File: src/sor_pkg.sv
`default_nettype none
package sor_pkg;

    localparam int MAX_ROWS    = 64;
    localparam int MAX_COLUMNS = 64;
    localparam int DATA_WIDTH  = 32;

    localparam int STORE_DEPTH = MAX_ROWS * MAX_COLUMNS;
    localparam int ADDR_W      = $clog2(STORE_DEPTH);
    localparam int TOTAL_W     = $clog2(STORE_DEPTH + 1);
    localparam int ROW_W       = (MAX_ROWS > 1) ? $clog2(MAX_ROWS) : 1;
    localparam int COL_W       = (MAX_COLUMNS > 1) ? $clog2(MAX_COLUMNS) : 1;
    localparam int CNT_W       = 7;

    localparam int QUEUE_DEPTH = 4;
    localparam int QPTR_W      = $clog2(QUEUE_DEPTH);

    localparam int CFG_INDEX_W = 2;
    localparam logic [CFG_INDEX_W-1:0] CFG_ROW_COUNT    = 2'd0;
    localparam logic [CFG_INDEX_W-1:0] CFG_COLUMN_COUNT = 2'd1;

    localparam logic ACTION_LOAD  = 1'b0;
    localparam logic ACTION_FETCH = 1'b1;

    localparam logic STATUS_OK    = 1'b0;
    localparam logic STATUS_ERROR = 1'b1;

    typedef enum logic [1:0] {
        KIND_LOAD  = 2'd0,
        KIND_FETCH = 2'd1,
        KIND_ERROR = 2'd2
    } sor_kind_t;

    typedef enum logic [3:0] {
        HEAD_RIGHT = 4'b0001,
        HEAD_DOWN  = 4'b0010,
        HEAD_LEFT  = 4'b0100,
        HEAD_UP    = 4'b1000
    } sor_heading_t;

    typedef struct packed {
        sor_kind_t               kind;
        logic [ADDR_W-1:0]       addr;
        logic [DATA_WIDTH-1:0]   data;
        logic                    last;
    } sor_entry_t;

    typedef struct packed {
        logic empty;
        logic full;
    } sor_qstat_t;

    function automatic logic [CNT_W-1:0] clamp_count(
        input logic [CNT_W-1:0] value,
        input logic [CNT_W-1:0] limit
    );
        logic [CNT_W-1:0] result;
        if (value == '0) begin
            result = CNT_W'(1);
        end else if (value > limit) begin
            result = limit;
        end else begin
            result = value;
        end
        return result;
    endfunction

endpackage
`default_nettype wire

File: src/sor_queue.sv
`default_nettype none
module sor_queue (
    input  wire logic                 aclk,
    input  wire logic                 aresetn,
    input  wire logic                 push,
    input  wire sor_pkg::sor_entry_t  push_entry,
    input  wire logic                 pop,
    output sor_pkg::sor_entry_t       head_entry,
    output sor_pkg::sor_qstat_t       qstat
);
    import sor_pkg::*;

    sor_entry_t        entry_reg [QUEUE_DEPTH];
    logic [QPTR_W-1:0] wr_ptr_reg, wr_ptr_next;
    logic [QPTR_W-1:0] rd_ptr_reg, rd_ptr_next;
    logic [QPTR_W:0]   count_reg, count_next;
    logic              do_push;
    logic              do_pop;

    assign do_push = push && !qstat.full;
    assign do_pop  = pop && !qstat.empty;

    assign qstat.empty = (count_reg == '0);
    assign qstat.full  = (count_reg == (QPTR_W + 1)'(QUEUE_DEPTH));
    assign head_entry  = entry_reg[rd_ptr_reg];

    always_comb begin
        wr_ptr_next = do_push ? wr_ptr_reg + QPTR_W'(1) : wr_ptr_reg;
        rd_ptr_next = do_pop ? rd_ptr_reg + QPTR_W'(1) : rd_ptr_reg;
        count_next  = count_reg;
        if (do_push && !do_pop) begin
            count_next = count_reg + (QPTR_W + 1)'(1);
        end else if (do_pop && !do_push) begin
            count_next = count_reg - (QPTR_W + 1)'(1);
        end
    end

    always_ff @(posedge aclk) begin
        if (do_push) begin
            entry_reg[wr_ptr_reg] <= push_entry;
        end
    end

    always_ff @(posedge aclk) begin
        if (!aresetn) begin
            wr_ptr_reg <= '0;
            rd_ptr_reg <= '0;
            count_reg  <= '0;
        end else begin
            wr_ptr_reg <= wr_ptr_next;
            rd_ptr_reg <= rd_ptr_next;
            count_reg  <= count_next;
        end
    end

    a_no_push_when_full: assert property (@(posedge aclk) disable iff (!aresetn)
        push |-> !qstat.full)
        else $error("request pushed into full queue");

    a_pointers_agree: assert property (@(posedge aclk) disable iff (!aresetn)
        (count_reg != '0 && count_reg != (QPTR_W + 1)'(QUEUE_DEPTH))
            |-> wr_ptr_reg != rd_ptr_reg)
        else $error("queue pointers disagree with count");

endmodule
`default_nettype wire

File: config.mk
export PLATFORM = sky130hd
export DESIGN_NAME = sor_queue
export DESIGN_NICKNAME = d
export VERILOG_FILES = /design/src/sor_pkg.sv /design/src/sor_queue.sv
export SDC_FILE = /design/constraint.sdc
export NUM_CORES = 1
export LEC_CHECK = 0
export BUFFER_PORTS_ARGS = -buffer_cell sky130_fd_sc_hd__buf_2
export CAP_MARGIN = 40
export CORE_ASPECT_RATIO = 0.9
export CORE_MARGIN = 3
export CORE_UTILIZATION = 57
export CTS_CLUSTER_DIAMETER = 200
export CTS_CLUSTER_SIZE = 14
export DETAILED_ROUTE_END_ITERATION = 12
export MAX_ROUTING_LAYER = met4
export PLACE_DENSITY_LB_ADDON = 0.15
export SLEW_MARGIN = 10
export SYNTH_ARGS = -nofsm -noshare
export SYNTH_HDL_FRONTEND = slang
export SYNTH_SLANG_ARGS = --single-unit
File: constraint.sdc
create_clock -name aclk -period 3.1 [get_ports aclk]
set_input_delay 0.155 -clock aclk [delete_from_list [all_inputs] [get_ports aclk]]
set_output_delay 0.155 -clock aclk [all_outputs]
set_load 0.02 [all_outputs]
==> impl_results.md <==
- Outcome: finished clean
- WL met3: 652 µm
- Post-route cell area: 9037 µm²
- Hold buffers post-CTS: 47
- Clk Tree Root Cell: clkbuf_16
- CTS tree: done
- Ant diodes: 0
- Dpl cells: 549
- Syn_nets: 350
- Crit path capture type: register
- Grt ovf: 0
- Final TNS setup: 0 ns
- Pre-CTS WS: 0.7024 ns
- Peak VDD IR: 0.0006485 V
- #FFs+latches synth: 197
- Worst reg2reg path depth: 8
- Area occupied by multi-input gates: 1346 µm²
- Ys flop type: edfxtp_1
- Synth top cells by count: edfxtp_1, mux4_2, dfxtp_1
- Vias per inst: 5.487
- Post-CTS resize count: 0
- DR pass1 iterations: 4
- Fillcell total: 712
- Non-filler cells, final: 628
- Share of cells above drive strength 1: 0.4081
- Hold WC Path Type: input port to register
- Largest register FFs: 188
- Overall die height: 113.3 µm
- Vias: 3,446
- Tcrit/Tclk final: 0.7838
- Port buffer count: 99
- Residual DRC: 0
- Yosys top cell area share: 0.7745
- RSZ-0062 raised after global routing: no
- Area delta synth->final: 23.98%
- Fin crit period: 2.430 ns
- Critical Path RT: 3.45 ns
- Fin. max-slew vios: 0
- Post-DP HPWL: 7.120 mm
- Synthesized area per cell: 24.88 µm²
- Clock tree sinks: 197
- Clock-pin slew on the worst setup and hold paths: 0.06 ns
- GRT Total Usage: 0.1979
- WL met1: 5.542 mm
- Area contributors post-synth: edfxtp_1, mux4_2, dfxtp_1
- Routed len/inst: 20.05 µm
- Yosys top cell by area: edfxtp_1
- Relative slew slack: 0.5355
- Post-CTS Setup Repair Bufs: 0
- Worst-Skew Late Latency: 0.43 ns
- CTS max path bufs: 2
- Worst slew pin tran: 0.6968 ns
- Core Area: 12,270 µm²
- Max FO, Critical Path: 7
- Post-Syn Instances: 293
- Ys Warns: 0
- Register area: 5831 µm²
- # IOs: 100
- Met2 WL: 6.241 mm
- Cell variety after synth: 24
- Max cap viols: 0
- Total CTS buffers: 17
- Post-synth EDFFs: 188
- Final ANT Viol Nets: 0
- Post-DP Area: 8001 µm²
- Seq/Total Area, Yosys: 0.7992
- Largest net degree at the start of global routing: 48
- Critical R2R Launch: count_reg[0]
- Power Density: 812.9 nW/µm²
- Placer Congestion: 0.7043
- Nets: 512
- Leak: 3.100 nW
- Vias in the first global route: 3,698
- WS Path Type: register to register
- First-pass GRT wire length: 20.20 mm
- Core Rows: 38
- Hold wc startpoint: aresetn
- Detailed Route WL: 12.59 mm
- Hold path depth: 3
- Starting DRC count in detailed routing: 264
- Post-Syn Area: 7289 µm²
- Asr flop ratio synth: 0
- Final hold viol count: 0
- Highest metal used: met4
- Die extent in x: 125.2 µm
- CP Launch Type: register
- Initial Util: 0.5942
- Die area: 14,180 µm²
- Clk_skew: 0.005098 ns
- H-tree depth: 4
- Worst Path Arrival: 2.78 ns
- Hold EP: wr_ptr_reg[0]
- Initial antenna violation count: 0
- Final setup viols: 0
- Most frequent cell after synthesis: edfxtp_1
- Max Fclk: 411.6 MHz
- Worst reg-to-reg setup slack: 0.67 ns
- FF-to-FF End: count_reg[2]
- Setup WS post-layout: 0.6702 ns
==> critical path, cell delays in order, from the launching register on <==
cell and delay (ns):
dfxtp_1 0.50, nor3b_2 0.09, nor2b_1 0.42, ha_1 0.27, inv_1 0.06, fa_1 0.38
xor2_1 0.17, or3_1 0.30, a21boi_0 0.17
==> layer usage <==
metal  vias up  global-route usage
met5         -                   -
met4         0             0.05491
met3        15             0.05946
met2        98              0.3042
met1      1776              0.2647
li1       1557                   -
==> logic make-up (layout without fill, tap and decap cells) <==
group,after synthesis,count (layout),synth area share
muxes,50,50,0.1493
adders and majority gates,6,6,0.01133
AOI/OAI and AO/OA,4,4,0.004634
DFF,197,197,0.7992
buffers and inverters,15,190,0.01682
xor gates and xnor gates,4,4,0.004807
and+or+nand+nor,17,17,0.01390
==> placed cells by master, fill, tap and decap left out, types with 2 or more instances in the layout <==
cell type,count
inv_1,3
clkbuf_16,17
clkinvlp_4,2
dfxtp_1,7
clkinv_1,2
xnor2_1,3
buf_12,4
bufinv_16,2
clkinv_2,3
and2_1,4
clkinv_4,2
clkbuf_1,2
edfxtp_1,188
ha_1,5
dlygate4sd3_1,47
buf_4,5
nor2b_1,2
mux2i_1,3
and2_2,4
inv_6,2
mux4_2,47
buf_2,99
nand2_1,4
==> how the worst max path moves through the flow <==
| stage | start | end | slack (ns) | cells past startpoint |
|---|---|---|---|---|
| 5_1_grt | count_reg[0] | count_reg[2] | 0.50 | 8 |
| 6_report | count_reg[0] | count_reg[2] | 0.67 | 8 |
| 3_3_place_gp | count_reg[0] | count_reg[2] | 0.84 | 8 |
| 4_1_cts | count_reg[0] | count_reg[2] | 0.69 | 8 |
| 3_5_place_dp | count_reg[0] | count_reg[2] | 0.70 | 8 |
| 2_1_floorplan | count_reg[0] | entry_reg[0][0] | 0.69 | 4 |
==> power by group <==
group | internal, mW | switching (mW)
clock network | 1.18 | 0.900
registers | 3.24 | 0.162
logic | 0.853 | 1.01
total | 5.27 | 2.07
==> final cells by class <==
cell class / count / area share
Clock buffer: 19 / 0.04790
Clock inverter: 13 / 0.01468
Inverter: 3 / 0.001246
Multi-Input combinational cell: 81 / 0.1490
Sequential cell: 197 / 0.6452
Tap cell: 160 / 0.02215
Timing Repair Buffer: 155 / 0.1199
==> metrics by stage <==
step	hold WS [ns]	total power, mW	utilization
2_1_floorplan	0.2539	4.775	-
3_3_place_gp	0.3651	5.270	0.6523
3_5_place_dp	0.3710	5.299	0.6523
4_1_cts	0.04189	7.438	0.7367
5_1_grt	0.06656	7.670	0.7367
6_report	0.07307	7.347	0.7367
(Power assumes the default switching activity.)
