--- src/sor_pkg.sv ---
`default_nettype none
package sor_pkg;

    localparam int MAX_ROWS    = 64;
    localparam int MAX_COLUMNS = 64;
    localparam int DATA_WIDTH  = 32;

    localparam int STORE_DEPTH = MAX_ROWS * MAX_COLUMNS;
    localparam int ADDR_W      = $clog2(STORE_DEPTH);
    localparam int TOTAL_W     = $clog2(STORE_DEPTH + 1);
    localparam int ROW_W       = (MAX_ROWS > 1) ? $clog2(MAX_ROWS) : 1;
    localparam int COL_W       = (MAX_COLUMNS > 1) ? $clog2(MAX_COLUMNS) : 1;
    localparam int CNT_W       = 7;

    localparam int QUEUE_DEPTH = 4;
    localparam int QPTR_W      = $clog2(QUEUE_DEPTH);

    localparam int CFG_INDEX_W = 2;
    localparam logic [CFG_INDEX_W-1:0] CFG_ROW_COUNT    = 2'd0;
    localparam logic [CFG_INDEX_W-1:0] CFG_COLUMN_COUNT = 2'd1;

    localparam logic ACTION_LOAD  = 1'b0;
    localparam logic ACTION_FETCH = 1'b1;

    localparam logic STATUS_OK    = 1'b0;
    localparam logic STATUS_ERROR = 1'b1;

    typedef enum logic [1:0] {
        KIND_LOAD  = 2'd0,
        KIND_FETCH = 2'd1,
        KIND_ERROR = 2'd2
    } sor_kind_t;

    typedef enum logic [3:0] {
        HEAD_RIGHT = 4'b0001,
        HEAD_DOWN  = 4'b0010,
        HEAD_LEFT  = 4'b0100,
        HEAD_UP    = 4'b1000
    } sor_heading_t;

    typedef struct packed {
        sor_kind_t               kind;
        logic [ADDR_W-1:0]       addr;
        logic [DATA_WIDTH-1:0]   data;
        logic                    last;
    } sor_entry_t;

    typedef struct packed {
        logic empty;
        logic full;
    } sor_qstat_t;

    function automatic logic [CNT_W-1:0] clamp_count(
        input logic [CNT_W-1:0] value,
        input logic [CNT_W-1:0] limit
    );
        logic [CNT_W-1:0] result;
        if (value == '0) begin
            result = CNT_W'(1);
        end else if (value > limit) begin
            result = limit;
        end else begin
            result = value;
        end
        return result;
    endfunction

endpackage
`default_nettype wire

--- src/sor_front.sv ---
`default_nettype none
module sor_front (
    input  wire logic                              aclk,
    input  wire logic                              aresetn,
    input  wire logic                              in_accept,
    input  wire logic                              in_action,
    input  wire logic [sor_pkg::DATA_WIDTH-1:0]    in_element,
    input  wire logic                              cfg_write_en,
    input  wire logic [sor_pkg::CFG_INDEX_W-1:0]   cfg_index,
    input  wire logic [sor_pkg::CNT_W-1:0]         cfg_data,
    output logic                                   push,
    output sor_pkg::sor_entry_t                    push_entry
);
    import sor_pkg::*;

    logic [CNT_W-1:0]   row_count_reg, row_count_next;
    logic [CNT_W-1:0]   column_count_reg, column_count_next;
    logic [TOTAL_W-1:0] loaded_count_reg, loaded_count_next;
    logic [TOTAL_W-1:0] emitted_count_reg, emitted_count_next;
    logic [ROW_W-1:0]   cursor_row_reg, cursor_row_next;
    logic [COL_W-1:0]   cursor_column_reg, cursor_column_next;
    sor_heading_t       heading_reg, heading_next;
    logic [ROW_W-1:0]   bound_top_reg, bound_top_next;
    logic [ROW_W-1:0]   bound_bottom_reg, bound_bottom_next;
    logic [COL_W-1:0]   bound_left_reg, bound_left_next;
    logic [COL_W-1:0]   bound_right_reg, bound_right_next;

    logic [TOTAL_W-1:0] total;
    logic [TOTAL_W-1:0] fetch_addr_wide;
    logic [TOTAL_W-1:0] emitted_inc;
    logic               walk_restart;
    logic               matrix_full;

    assign total           = TOTAL_W'(row_count_reg) * TOTAL_W'(column_count_reg);
    assign fetch_addr_wide = TOTAL_W'(cursor_row_reg) * TOTAL_W'(column_count_reg)
                           + TOTAL_W'(cursor_column_reg);
    assign emitted_inc     = emitted_count_reg + TOTAL_W'(1);
    assign matrix_full     = (loaded_count_reg >= total);

    always_comb begin
        row_count_next     = row_count_reg;
        column_count_next  = column_count_reg;
        loaded_count_next  = loaded_count_reg;
        emitted_count_next = emitted_count_reg;
        cursor_row_next    = cursor_row_reg;
        cursor_column_next = cursor_column_reg;
        heading_next       = heading_reg;
        bound_top_next     = bound_top_reg;
        bound_bottom_next  = bound_bottom_reg;
        bound_left_next    = bound_left_reg;
        bound_right_next   = bound_right_reg;
        walk_restart       = 1'b0;
        push               = 1'b0;
        push_entry.kind    = KIND_ERROR;
        push_entry.addr    = fetch_addr_wide[ADDR_W-1:0];
        push_entry.data    = in_element;
        push_entry.last    = 1'b0;

        if (cfg_write_en) begin
            if (cfg_index == CFG_ROW_COUNT) begin
                row_count_next    = clamp_count(cfg_data, CNT_W'(MAX_ROWS));
                loaded_count_next = '0;
                walk_restart      = 1'b1;
            end else if (cfg_index == CFG_COLUMN_COUNT) begin
                column_count_next = clamp_count(cfg_data, CNT_W'(MAX_COLUMNS));
                loaded_count_next = '0;
                walk_restart      = 1'b1;
            end
        end else if (in_accept) begin
            push = 1'b1;
            if (in_action == ACTION_LOAD) begin
                push_entry.kind = KIND_LOAD;
                if (matrix_full) begin
                    // full matrix: this load opens a new one
                    push_entry.addr   = '0;
                    loaded_count_next = TOTAL_W'(1);
                    walk_restart      = 1'b1;
                end else begin
                    push_entry.addr   = loaded_count_reg[ADDR_W-1:0];
                    loaded_count_next = loaded_count_reg + TOTAL_W'(1);
                end
            end else if (!matrix_full || emitted_count_reg >= total) begin
                push_entry.kind = KIND_ERROR;
            end else begin
                push_entry.kind    = KIND_FETCH;
                push_entry.last    = (emitted_inc == total);
                emitted_count_next = emitted_inc;
                unique case (heading_reg)
                    HEAD_RIGHT: begin
                        if (cursor_column_reg < bound_right_reg) begin
                            cursor_column_next = cursor_column_reg + COL_W'(1);
                        end else begin
                            bound_top_next  = bound_top_reg + ROW_W'(1);
                            heading_next    = HEAD_DOWN;
                            cursor_row_next = cursor_row_reg + ROW_W'(1);
                        end
                    end
                    HEAD_DOWN: begin
                        if (cursor_row_reg < bound_bottom_reg) begin
                            cursor_row_next = cursor_row_reg + ROW_W'(1);
                        end else begin
                            bound_right_next   = bound_right_reg - COL_W'(1);
                            heading_next       = HEAD_LEFT;
                            cursor_column_next = cursor_column_reg - COL_W'(1);
                        end
                    end
                    HEAD_LEFT: begin
                        if (cursor_column_reg > bound_left_reg) begin
                            cursor_column_next = cursor_column_reg - COL_W'(1);
                        end else begin
                            bound_bottom_next = bound_bottom_reg - ROW_W'(1);
                            heading_next      = HEAD_UP;
                            cursor_row_next   = cursor_row_reg - ROW_W'(1);
                        end
                    end
                    HEAD_UP: begin
                        if (cursor_row_reg > bound_top_reg) begin
                            cursor_row_next = cursor_row_reg - ROW_W'(1);
                        end else begin
                            bound_left_next    = bound_left_reg + COL_W'(1);
                            heading_next       = HEAD_RIGHT;
                            cursor_column_next = cursor_column_reg + COL_W'(1);
                        end
                    end
                    default: begin
                        heading_next = HEAD_RIGHT;
                    end
                endcase
            end
        end

        if (walk_restart) begin
            emitted_count_next = '0;
            cursor_row_next    = '0;
            cursor_column_next = '0;
            heading_next       = HEAD_RIGHT;
            bound_top_next     = '0;
            bound_left_next    = '0;
            bound_bottom_next  = ROW_W'(row_count_next - CNT_W'(1));
            bound_right_next   = COL_W'(column_count_next - CNT_W'(1));
        end
    end

    always_ff @(posedge aclk) begin
        if (!aresetn) begin
            row_count_reg     <= CNT_W'(MAX_ROWS);
            column_count_reg  <= CNT_W'(MAX_COLUMNS);
            loaded_count_reg  <= '0;
            emitted_count_reg <= '0;
            cursor_row_reg    <= '0;
            cursor_column_reg <= '0;
            heading_reg       <= HEAD_RIGHT;
            bound_top_reg     <= '0;
            bound_bottom_reg  <= ROW_W'(MAX_ROWS - 1);
            bound_left_reg    <= '0;
            bound_right_reg   <= COL_W'(MAX_COLUMNS - 1);
        end else begin
            row_count_reg     <= row_count_next;
            column_count_reg  <= column_count_next;
            loaded_count_reg  <= loaded_count_next;
            emitted_count_reg <= emitted_count_next;
            cursor_row_reg    <= cursor_row_next;
            cursor_column_reg <= cursor_column_next;
            heading_reg       <= heading_next;
            bound_top_reg     <= bound_top_next;
            bound_bottom_reg  <= bound_bottom_next;
            bound_left_reg    <= bound_left_next;
            bound_right_reg   <= bound_right_next;
        end
    end

    a_emitted_in_range: assert property (@(posedge aclk) disable iff (!aresetn)
        emitted_count_reg <= total)
        else $error("emitted count beyond matrix size");

    a_loaded_in_range: assert property (@(posedge aclk) disable iff (!aresetn)
        loaded_count_reg <= total)
        else $error("loaded count beyond matrix size");

endmodule
`default_nettype wire

--- config.mk ---
export PLATFORM = sky130hd
export DESIGN_NAME = sor_front
export DESIGN_NICKNAME = d
export VERILOG_FILES = /design/src/sor_pkg.sv /design/src/sor_front.sv
export SDC_FILE = /design/constraint.sdc
export NUM_CORES = 1
export LEC_CHECK = 0
export BUFFER_PORTS_ARGS = -buffer_cell sky130_fd_sc_hd__buf_2
export CAP_MARGIN = 20
export CELL_PAD_IN_SITES_DETAIL_PLACEMENT = 0
export CELL_PAD_IN_SITES_GLOBAL_PLACEMENT = 1
export CORE_AREA = 5 5 155 187
export DETAILED_ROUTE_END_ITERATION = 16
export DIE_AREA = 0 0 160 192
export PLACE_DENSITY_LB_ADDON = 0.2
export SETUP_SLACK_MARGIN = 0.15
export SYNTH_ARGS = -nofsm -noshare
export SYNTH_HDL_FRONTEND = slang
export SYNTH_SLANG_ARGS = --single-unit
--- constraint.sdc ---
create_clock -name aclk -period 11.1 [get_ports aclk]
set_clock_uncertainty 0.15 [all_clocks]
set_input_delay 2.22 -clock aclk [delete_from_list [all_inputs] [get_ports aclk]]
set_output_delay 2.22 -clock aclk [all_outputs]
set_load 0.01 [all_outputs]
==> results.toml <==
[cts]
cts_buffers = 9
clock_latency_ns = 0.36
clockBufferDepth = 2
cts_htree_levels = 3
post_cts_resized = 0
cts.sink_count = 80
cts_tree = "built"
path_clk_slew_ns = 0.07
holdBufCountCts = 0
post_cts_buffers = 0
cts_root_buf = "clkbuf_16"

[final_layout]
finish.net_count = 1331
post-route-cell-area_um2 = 9797
final_core_util_pct = 36.50
area_growth_pct = 5.540
layout-drive-gt1-share_pct = 6.139
final_cell_count_no_fill = 1465

[die]
core_um2 = 26840
die-area_um2 = 30720
start_util_pct = 34.59
rows = 66
pin_count = 94
die_width_um = 160
fp.dieH_um = 192

[timing]
period_minus_slack_ns = 10.12
relSlewSlack_pct = 29.16
finalHoldViolations = 0
drv_slew = 0
grt_setup_unrepaired = "no"
finalSetupTns_ns = 0
finalCritPeriodShare_pct = 91.14
timing.final.ws_setup_ns = 0.9839
holdWs_ns = 0.3157
finalSetupViolCount = 0
tightest_slew_ns = 1.055
max_clock_freq_mhz = 98.85

[yosys]
synth_fp_nets = 1362
synthAdderAreaFrac_pct = 26.72
ys.flop_type = "dfxtp_1"
yosysWarnings = 0
synth.yosys.seq_area_share_pct = 17.25
ys_types = 72
synth_simple_gate_area_share_pct = 22.33
synth_top_family_by_area = "adder cells"
synth_xor_xnor_area_share_pct = 7.076
synth_edf_count = 0
syn_area_per_cell_um2 = 8.072
async_reset_ff_share_pct = 0
synth_compound_area_share_pct = 16.23
yosys-mux-area-fraction_pct = 1.752
synth-seq-cells = 80
synthCells = 1150
netlist_area_um2 = 9283

[worst_setup_path]
r2r_setup_slack_ns = 2.59
worstPathMaxFanout = 15
cp_slowest_stage_delay_ns = 0.59
path_class = "flip-flop to primary output"
endpoint_kind = "primary output"
required_ns = 8.73
crit_slowest_cell = "nand3_1"
startpoint_type = "flip-flop"
path_cells = "nand2_1, fa_1, fa_1, inv_1, fa_1, inv_1, fa_1, inv_1, ha_1, a21oi_1, nand2_1, a21o_1, a21oi_1, xor2_1, ha_1, o21a_1, o211ai_1, a31oi_1, o32a_1, o31ai_2, nand3_1, a2111oi_0, buf_2"
critPathArrivalTime_ns = 7.75
path_common_cell = "fa_1"

[placement]
port_buffers = 29
gp_congestion = 0.8518
dp_hpwl_mm = 21.35
post_dp_cell_area_um2 = 9489
dp_cells = 1448
place_ws_ns = 1.292

[drt]
via_count = 7792
wl_per_cell_um = 18.34
drt-pass1-iter-count = 4
antenna_left = 0
drcViolationCount = 0
routed_wirelength_mm = 26.86
routed_via_density = 5.319
drt_iter0_drc = 461

[run_status]
status = "complete, no violations"

[global_routing]
grt_pass1_vias = 7970
grt_use_total_pct = 17.89
grt.overflow.total = 0
grt_pass1_wl_mm = 43.62
grt_max_degree = 38
antenna_found_initial = 0

[run]
maxCapViolCount = 0

[pwr]
powerDensity_nw_per_um2 = 72.25
power_mw = 0.7078
p_leak_nw = 4.533
peakVddDrop_mv = 0.06408

[min_path]
hold_class = "flip-flop to flip-flop"
==> critical path, delay by kind of cell, from the launching register on <==
family / cells / cell delay [ns]
AO/OA/AOI/OAI: 9 / 2.52
buffers and inverters: 4 / 0.38
flip-flops: 1 / 0.57
adder cells (fa/ha/maj): 6 / 2.77
AND/OR/NAND/NOR: 3 / 0.85
XOR/XNOR: 1 / 0.29
==> Yosys cell counts, types with 32 or more instances <==
library cell	instances	share of area, %
ha_1	118	16
inv_1	98	4.0
nand2_1	93	3.8
dfxtp_1	80	17
a21oi_1	73	3.9
nor2_1	72	2.9
and2_1	63	4.2
xnor2_1	52	4.9
o21ai_0	49	2.6
fa_1	48	10
nand3_1	46	2.5
clkbuf_1	39	1.6
buf_4	32	2.6
==> final timing paths <==
| kind | from | to | cells after the start |
|---|---|---|---|
| max | column_count_reg[6] | push_entry[0] | 23 |
| min | bound_top_reg[5] | bound_top_reg[5] | 2 |
| max reg2reg | column_count_reg[6] | bound_right_reg[4] | 27 |
| min reg2reg | bound_top_reg[5] | bound_top_reg[5] | 2 |
==> metal layers <==
layer	up-vias	global-route usage, %	wire length, um
li1	3907	-	-
met1	3759	22.99	12610
met2	101	31.62	13110
met3	25	2.189	702
met4	0	5.065	441
met5	-	0	0
==> area by class of cell <==
| cell class | instances | area (um^2) |
|---|---|---|
| clock buffer | 11 | 242.7 |
| tap | 340 | 425.4 |
| clock inverter | 5 | 62.56 |
| fill | 2810 | 17040 |
| timing repair buffer | 38 | 212.7 |
| antenna | 1 | 2.502 |
| multi-input combinational | 892 | 6882 |
| inverter | 98 | 367.9 |
| sequential | 80 | 1602 |
==> power by group <==
| group | internal, mW | leakage, nW | total, mW | switching, mW |
|---|---|---|---|---|
| sequential | 0.292 | 0.647 | 0.299 | 0.00752 |
| clock | 0.182 | 0.143 | 0.318 | 0.135 |
| combinational | 0.0309 | 3.74 | 0.0907 | 0.0598 |
==> placed cells by master, fill, tap and decap left out, types with 8 or more instances in the layout <==
| cell | n |
|---|---|
| a211oi_1 | 13 |
| a21o_1 | 18 |
| a21oi_1 | 73 |
| and2_1 | 63 |
| and3_1 | 19 |
| buf_2 | 29 |
| buf_4 | 9 |
| clkbuf_16 | 9 |
| dfxtp_1 | 80 |
| fa_1 | 48 |
| ha_1 | 118 |
| inv_1 | 98 |
| mux2i_1 | 14 |
| nand2_1 | 93 |
| nand2b_1 | 17 |
| nand3_1 | 46 |
| nand3b_1 | 11 |
| nand4_1 | 14 |
| nor2_1 | 72 |
| nor3_1 | 25 |
| nor4_1 | 8 |
| o21ai_0 | 49 |
| xnor2_1 | 52 |
| xor2_1 | 23 |
==> kinds of logic (layout without fill, tap and decap cells) <==
kind of cell	Yosys count	in the layout
AOI/OAI and AO/OA	232	232
other	0	1
buffers and inverters	178	152
adders and majority gates	170	170
DFF	80	80
xor gates and xnor gates	75	75
muxes	16	16
and+or+nand+nor	399	399
(Power assumes the default switching activity.)
